**config.mk**
```make
export PLATFORM = sky130hd
export DESIGN_NAME = iterative_integer_alu_top
export DESIGN_NICKNAME = d
export VERILOG_FILES = /design/src/iia_pkg.sv /design/src/iterative_integer_alu_top.sv
export VERILOG_INCLUDE_DIRS = /design/src /design/src/src
export SDC_FILE = /design/constraint.sdc
export NUM_CORES = 2
export LEC_CHECK = 0
export BUFFER_PORTS_ARGS = -buffer_cell sky130_fd_sc_hd__buf_2
export CELL_PAD_IN_SITES_DETAIL_PLACEMENT = 0
export CELL_PAD_IN_SITES_GLOBAL_PLACEMENT = 1
export CORE_UTILIZATION = 30
export DETAILED_ROUTE_END_ITERATION = 8
export PLACE_DENSITY = 0.61
export SYNTH_ARGS = -nofsm -noshare
export SYNTH_HDL_FRONTEND = slang
export SYNTH_SLANG_ARGS = --single-unit
```
**constraint.sdc**
```tcl
create_clock -name i_clk -period 6.05 [get_ports i_clk]
set_clock_uncertainty 0.15 [all_clocks]
set_input_delay 0 -clock i_clk [delete_from_list [all_inputs] [get_ports i_clk]]
set_output_delay 0 -clock i_clk [all_outputs]
set_load 0.02 [all_outputs]
```
**src/iterative_integer_alu_top_assert.svh**
```systemverilog
// ----------------------------------------------------------------------------
// Iterative integer ALU assertion macros
// Concurrent checks clocked on i_clk, disabled while i_rst_n is low.
// ----------------------------------------------------------------------------
`ifndef ITERATIVE_INTEGER_ALU_TOP_ASSERT_SVH
`define ITERATIVE_INTEGER_ALU_TOP_ASSERT_SVH

// same-cycle implication
`define IIA_ASSERT_NOW(label, ante, cons) \
    label: assert property (@(posedge i_clk) disable iff (!i_rst_n) (ante) |-> (cons)) \
        else $error("iterative_integer_alu_top: same-cycle check failed");

// next-cycle implication
`define IIA_ASSERT_NEXT(label, ante, cons) \
    label: assert property (@(posedge i_clk) disable iff (!i_rst_n) (ante) |=> (cons)) \
        else $error("iterative_integer_alu_top: next-cycle check failed");

`endif

```
**src/iia_pkg.sv**
```systemverilog
// ----------------------------------------------------------------------------
// iia_pkg
// Shared types and constants of the iterative integer ALU.
// ----------------------------------------------------------------------------
`default_nettype none

package iia_pkg;

    localparam int OPW         = 16;                        // operand width
    localparam int CMDW        = 3;
    localparam int RESW        = 32;
    localparam int STW         = 2;
    localparam int PRODW       = RESW + OPW;                // acc x operand
    localparam int IN_FLD_W    = CMDW + 2 * OPW;
    localparam int IN_TDATA_W  = ((IN_FLD_W + 7) / 8) * 8;
    localparam int OUT_FLD_W   = RESW + STW;
    localparam int OUT_TDATA_W = ((OUT_FLD_W + 7) / 8) * 8;

    localparam logic [RESW-1:0] POS_MAX = 32'h7FFF_FFFF;

    localparam logic [STW-1:0] ST_OK       = 2'd0;
    localparam logic [STW-1:0] ST_DIVZERO  = 2'd1;
    localparam logic [STW-1:0] ST_OVERFLOW = 2'd2;

    typedef enum logic [CMDW-1:0] {
        CMD_ADD  = 3'd0,
        CMD_SUB  = 3'd1,
        CMD_MUL  = 3'd2,
        CMD_DIV  = 3'd3,
        CMD_MOD  = 3'd4,
        CMD_POW  = 3'd5,
        CMD_FACT = 3'd6
    } t_cmd;

    typedef enum logic [2:0] {
        S_IDLE,     // waiting for a transaction
        S_MUL,      // multiplier issue
        S_CHK,      // product check and loop control
        S_DIV,      // one restoring divide step
        S_WB        // hand result to the output register
    } t_state;

endpackage

`default_nettype wire

```
**src/iterative_integer_alu_top.sv**
```systemverilog
// Flow: add, subtract, zero divisor and quick power/factorial cases go from
//   idle straight to write-back; multiply makes one multiply/check pass; power
//   and factorial one pass per step (at most 31 steps); divide/modulo OPW steps.
// One transaction at a time; with the output ready the next one is accepted
//   in the cycle m_axis_tvalid rises.
// ----------------------------------------------------------------------------
// iterative_integer_alu_top
// Command ALU: add, sub, mul, div, mod, power, factorial with a shared
// multiplier and a restoring radix-2 divider under a small sequencer.
// Reset: synchronous, active low; sequencer to idle, output register empty.
// ----------------------------------------------------------------------------
`default_nettype none

`include "iterative_integer_alu_top_assert.svh"

module iterative_integer_alu_top (
    input  wire logic                            i_clk,
    input  wire logic                            i_rst_n,
    // tdata: command[2:0], operand_a[18:3], operand_b[34:19], zero pad
    input  wire logic [iia_pkg::IN_TDATA_W-1:0]  s_axis_tdata,
    input  wire logic                            s_axis_tvalid,
    output logic                                 s_axis_tready,
    // tdata: result[31:0] (signed), status[33:32], zero pad
    output logic [iia_pkg::OUT_TDATA_W-1:0]      m_axis_tdata,
    output logic                                 m_axis_tvalid,
    input  wire logic                            m_axis_tready
);
    import iia_pkg::*;

    localparam int CNTW    = OPW;
    localparam int OUT_PAD = OUT_TDATA_W - OUT_FLD_W;

    // input field split
    logic [CMDW-1:0] w_cmd_raw;
    logic [OPW-1:0]  w_a;
    logic [OPW-1:0]  w_b;
    t_cmd            w_cmd;

    assign w_cmd_raw = s_axis_tdata[CMDW-1:0];
    assign w_a       = s_axis_tdata[CMDW+OPW-1:CMDW];
    assign w_b       = s_axis_tdata[CMDW+2*OPW-1:CMDW+OPW];
    assign w_cmd     = t_cmd'(w_cmd_raw);

    // sequencer and datapath registers
    t_state           r_state, n_state;
    logic [CMDW-1:0]  r_cmd, n_cmd;
    logic [OPW-1:0]   r_a, n_a;
    logic [OPW-1:0]   r_b, n_b;
    logic [RESW-1:0]  r_acc, n_acc;       // running product
    logic [OPW-1:0]   r_mop, n_mop;       // multiplier operand (base or k)
    logic [CNTW-1:0]  r_cnt, n_cnt;       // exponent / divide step count
    logic [PRODW-1:0] r_prod, n_prod;
    logic [OPW-1:0]   r_rem, n_rem;
    logic [OPW-1:0]   r_quo, n_quo;
    logic [RESW-1:0]  r_pres, n_pres;     // pending result
    logic [STW-1:0]   r_pst, n_pst;       // pending status
    logic [RESW-1:0]  r_res, n_res;       // output register
    logic [STW-1:0]   r_st, n_st;
    logic             r_ovalid, n_ovalid;

    logic in_xact;
    logic out_xact;
    logic wb_go;

    assign s_axis_tready = (r_state == S_IDLE);
    assign in_xact       = s_axis_tvalid && s_axis_tready;
    assign out_xact      = r_ovalid && m_axis_tready;
    assign wb_go         = (r_state == S_WB) && (!r_ovalid || m_axis_tready);

    // decode of a new transaction: which ones finish without iterating
    logic w_quick;
    always_comb begin
        unique case (w_cmd)
            CMD_MUL:          w_quick = 1'b0;
            CMD_DIV, CMD_MOD: w_quick = (w_b == '0);
            CMD_POW:          w_quick = (w_b == '0) || (w_a <= OPW'(1));
            CMD_FACT:         w_quick = (w_a <= OPW'(1));
            default:          w_quick = 1'b1;
        endcase
    end

    // product check
    logic w_ovf;
    logic w_done;
    assign w_ovf  = (r_prod > PRODW'(POS_MAX));
    assign w_done = (r_cmd == CMD_FACT) ? (r_mop == r_a) : (r_cnt == CNTW'(1));

    // restoring divide step
    logic [OPW:0] w_rsh;
    logic [OPW:0] w_diff;
    assign w_rsh  = {r_rem, r_quo[OPW-1]};
    assign w_diff = w_rsh - {1'b0, r_b};

    // ---- next state ----
    always_comb begin
        n_state = r_state;
        unique case (r_state)
            S_IDLE: begin
                if (in_xact) begin
                    if (w_quick)
                        n_state = S_WB;
                    else if (w_cmd == CMD_DIV || w_cmd == CMD_MOD)
                        n_state = S_DIV;
                    else
                        n_state = S_MUL;
                end
            end
            S_MUL: n_state = S_CHK;
            S_CHK: n_state = (w_ovf || w_done) ? S_WB : S_MUL;
            S_DIV: n_state = (r_cnt == CNTW'(1)) ? S_WB : S_DIV;
            S_WB:  n_state = wb_go ? S_IDLE : S_WB;
            default: n_state = S_IDLE;
        endcase
    end

    // ---- datapath and outputs ----
    logic [OPW:0] w_sum;
    assign w_sum = {1'b0, w_a} + {1'b0, w_b};

    always_comb begin
        n_cmd    = r_cmd;
        n_a      = r_a;
        n_b      = r_b;
        n_acc    = r_acc;
        n_mop    = r_mop;
        n_cnt    = r_cnt;
        n_prod   = r_prod;
        n_rem    = r_rem;
        n_quo    = r_quo;
        n_pres   = r_pres;
        n_pst    = r_pst;
        n_res    = r_res;
        n_st     = r_st;
        n_ovalid = r_ovalid;

        if (out_xact)
            n_ovalid = 1'b0;

        unique case (r_state)
            S_IDLE: begin
                if (in_xact) begin
                    n_cmd = w_cmd_raw;
                    n_a   = w_a;
                    n_b   = w_b;
                    n_pst = ST_OK;
                    n_pres = '0;
                    unique case (w_cmd)
                        CMD_ADD: begin
                            if (RESW'(w_sum) > POS_MAX) begin
                                n_pres = POS_MAX;
                                n_pst  = ST_OVERFLOW;
                            end else begin
                                n_pres = RESW'(w_sum);
                            end
                        end
                        CMD_SUB: n_pres = RESW'(w_a) - RESW'(w_b);
                        CMD_MUL: begin
                            // single pass through the multiply loop
                            n_acc = RESW'(w_a);
                            n_mop = w_b;
                            n_cnt = CNTW'(1);
                        end
                        CMD_DIV, CMD_MOD: begin
                            if (w_b == '0) begin
                                n_pst = ST_DIVZERO;
                            end else begin
                                n_rem = '0;
                                n_quo = w_a;
                                n_cnt = CNTW'(OPW);
                            end
                        end
                        CMD_POW: begin
                            if (w_b == '0 || w_a == OPW'(1))
                                n_pres = RESW'(1);
                            else if (w_a == '0)
                                n_pres = '0;
                            n_acc = RESW'(1);
                            n_mop = w_a;
                            n_cnt = w_b;
                        end
                        CMD_FACT: begin
                            n_pres = RESW'(1);   // 0! and 1!
                            n_acc  = RESW'(1);
                            n_mop  = OPW'(2);
                        end
                        default: n_pres = '0;
                    endcase
                end
            end
            S_MUL: n_prod = PRODW'(r_acc) * PRODW'(r_mop);
            S_CHK: begin
                if (w_ovf) begin
                    n_pres = POS_MAX;
                    n_pst  = ST_OVERFLOW;
                end else begin
                    n_acc  = r_prod[RESW-1:0];
                    n_pres = r_prod[RESW-1:0];
                    n_pst  = ST_OK;
                    if (r_cmd == CMD_FACT)
                        n_mop = r_mop + OPW'(1);
                    else
                        n_cnt = r_cnt - CNTW'(1);
                end
            end
            S_DIV: begin
                if (!w_diff[OPW]) begin
                    n_rem = w_diff[OPW-1:0];
                    n_quo = {r_quo[OPW-2:0], 1'b1};
                end else begin
                    n_rem = w_rsh[OPW-1:0];
                    n_quo = {r_quo[OPW-2:0], 1'b0};
                end
                n_cnt = r_cnt - CNTW'(1);
                if (r_cnt == CNTW'(1)) begin
                    n_pst  = ST_OK;
                    n_pres = (r_cmd == CMD_MOD) ? RESW'(n_rem) : RESW'(n_quo);
                end
            end
            S_WB: begin
                if (wb_go) begin
                    n_res    = r_pres;
                    n_st     = r_pst;
                    n_ovalid = 1'b1;
                end
            end
            default: ;
        endcase
    end

    // ---- registers ----
    always_ff @(posedge i_clk) begin
        if (!i_rst_n) begin
            r_state  <= S_IDLE;
            r_ovalid <= 1'b0;
        end else begin
            r_state  <= n_state;
            r_ovalid <= n_ovalid;
        end
    end

    always_ff @(posedge i_clk) begin
        r_cmd  <= n_cmd;
        r_a    <= n_a;
        r_b    <= n_b;
        r_acc  <= n_acc;
        r_mop  <= n_mop;
        r_cnt  <= n_cnt;
        r_prod <= n_prod;
        r_rem  <= n_rem;
        r_quo  <= n_quo;
        r_pres <= n_pres;
        r_pst  <= n_pst;
        r_res  <= n_res;
        r_st   <= n_st;
    end

    assign m_axis_tvalid = r_ovalid;
    assign m_axis_tdata  = {{OUT_PAD{1'b0}}, r_st, r_res};

    // ---- assertions ----
    `IIA_ASSERT_NOW(a_divzero_zero, r_ovalid && r_st == ST_DIVZERO, r_res == '0)
    `IIA_ASSERT_NOW(a_ovf_sat, r_ovalid && r_st == ST_OVERFLOW, r_res == POS_MAX)
    `IIA_ASSERT_NOW(a_acc_in_range, r_state == S_MUL, !r_acc[RESW-1])
    `IIA_ASSERT_NOW(a_div_cnt, r_state == S_DIV, r_cnt != '0 && r_cnt <= CNTW'(OPW))
    `IIA_ASSERT_NEXT(a_busy_after_in, in_xact, r_state != S_IDLE)

endmodule

`default_nettype wire

```
==> flow_metrics.tcl <==
set metrics [dict create \
    outcome "finished, violations left" \
    failed_checks "negative setup slack" \
    finalCritPeriodShare_pct 108.8 \
    finalSetupViolCount 28 \
    cap_violations 0 \
    drtAntennaViolNets 0 \
    viasPerCell 4.756 \
    end_kind "flip-flop" \
    worstSetupStartpointType "flip-flop" \
    drv_slew 0 \
    yosysUniqueCellTypes 75 \
    async_flop_share_pct 0 \
    fp.dieW_um 312.2 \
    setup_ws_ns -0.5339 \
    ys.warnings.count 0 \
    ys_seq_area_share_pct 25.96 \
    layout_commonest_cell "inv_1" \
    max_freq_mhz 151.9 \
    antenna_found_initial 3 \
    clock-sinks 251 \
    vias 21440 \
    wirelength_um 87590 \
    final_area_mm2 0.03507 \
    portBuffers 74 \
    postSynthCellCount 2940 \
    cts_buffer_depth 3 \
    wl_per_cell_um 19.43 \
    area_growth_pct 21.45 \
    syn-cell-area_mm2 0.02888 \
    grt_util_all_layers_pct 18.12 \
    drt_iter0_drc 1333 \
    row_count 113 \
    worstMarginPinSlew_ns 1.118 \
    die_area_mm2 0.09749 \
    ys_ff_latch 251 \
    critPathArrivalTime_ns 6.77 \
    hold_viol 0 \
    nets 3855 \
    grt_pass1_vias 22360 \
    rsz0062_at_grt "yes" \
    htreeDepth 1 \
    synth_edf_count 247 \
    clk_pin_slew_ns 0.06 \
    layout-drive-gt1-share_pct 17.18 \
    clock_latency_ns 0.62 \
    root_buffer "clkbuf_16" \
    drt_pass1_iterations 6 \
    slew_headroom_pct 25.45 \
    dieHeight_um 312.2 \
    initial_core_util_pct 30.35 \
    rrSetupSlack_ns -0.53 \
    utilization_pct 36.86 \
    tns_ns -8.948 \
    mostFrequentLayoutCells "507 x inv_1, 402 x fa_1, 393 x nand2_1" \
    avgSynthCellArea_um2 9.821 \
    path_max_fanout 6 \
    critPathKind "reg2reg" \
    io_pins 86 \
    place_area_mm2 0.03250 \
    ys.flop_type "edfxtp_1" \
    cts_tree "yes" \
    required_ns 6.24 \
    dpl.hpwl_um 68680 \
    drc_errors 0 \
    grt_pass1_wl_um 136500 \
    numCtsBuffers 29 \
    holdCritPathClass "in2reg" \
    gp_congestion 0.8486 \
    grt_start_max_net_pins 53 \
    gr-total-overflow 0 \
    fin_crit_ns 6.584 \
    coreArea_mm2 0.09515 \
]
[metrics by stage]
step                instances  setup WS [ns]  hold slack (ns)
global route             4507        -0.7402           0.1044
CTS                      4483        -0.5588          0.07016
detailed placement       4369        -0.6415           0.1454
global placement         4369        -0.6146           0.1689
finish                   4509        -0.5339           0.1146
floorplan                2945        -0.2553         -0.05113
[flip-flops by register name, summed over array words and instances, names as in the netlist, 3 cells and up]
register  cells
r_prod       48
r_mop        16
r_b          16
r_quo        16
r_state       3
r_res        32
r_cmd         3
r_pres       32
r_acc        32
r_a          16
r_rem        16
r_cnt        16
[cell families after synthesis]
kind of cell / Yosys count / share of synthesized area, %
other: 1 / 0.01299
multiplexers: 34 / 1.248
AND/OR/NAND/NOR: 904 / 15.30
XOR/XNOR: 108 / 3.276
AO/OA/AOI/OAI: 375 / 8.710
buffers and inverters: 675 / 8.887
flip-flops: 251 / 25.96
adder cells (fa/ha/maj): 592 / 36.60
[Yosys cell counts, types with 44 or more instances]
master	instances	area share, %
fa_1	421	29
and2_1	222	4.8
nor2_1	86	1.1
a21o_1	44	1.1
xnor2_1	71	2.2
inv_1	518	6.7
nand2_1	394	5.1
ha_1	171	7.4
edfxtp_1	247	26
a21oi_1	87	1.5
clkbuf_1	136	1.8
o21ai_0	80	1.4
[layout make-up]
type                            instances  area [µm²]
Clock inverter                         23       291.5
Multi-Input combinational cell       2019       19550
Clock buffer                           31       733.2
Sequential cell                       251        7497
Inverter                              518        1944
Fill cell                            9572       60080
Timing Repair Buffer                  400        3461
Tap cell                             1265        1583
Antenna cell                            2       5.005
[layer usage]
layer  routed length (µm)  share of wire, %  up-vias  GRT usage (%)
li1                     -                 -     9973              -
met1                42380                48    10900          26.75
met2                38910                44      479          28.00
met3                 4598               5.2       91          2.833
met4                 1711               2.0        0          3.565
met5                    0                 0        -              0
[path summary, 6_finish.rpt]
kind	from	endpoint	cells after the start
hold reg to reg	r_pres[7]	r_res[7]	0
hold / removal	s_axis_tdata[19]	r_b[0]	2
setup / recovery	r_mop[5]	r_prod[47]	24
setup reg to reg	r_mop[5]	r_prod[47]	24
[timing repair]
item	4_1_cts	5_1_grt
pin swaps	19	77
cloned	0	3
setup buffers	20	25
endpoints found under the setup margin	26	32
hold buffers	40	0
hold endpoints to repair	120	0
gates resized for setup	42	119
[critical path, stage by stage (launching register included)]
cell and delay [ns]:
edfxtp_1 0.44, buf_4 0.16, and2_1 0.14, fa_1 0.50
inv_1 0.05, fa_1 0.49, fa_1 0.42, fa_1 0.50
inv_1 0.05, fa_1 0.51, inv_2 0.04, fa_1 0.49
inv_2 0.06, ha_4 0.22, o21a_1 0.17, nor2_2 0.12
buf_4 0.13, a2111oi_2 0.04, a2111o_2 0.41, a31o_4 0.26
a31oi_4 0.30, a2111oi_4 0.14, o21ai_4 0.24, o21a_1 0.16
o211ai_2 0.08
Power is left out: the tool's default activity adds up to more than one toggle a clock period on the data nets, which glitch-free logic cannot reach.
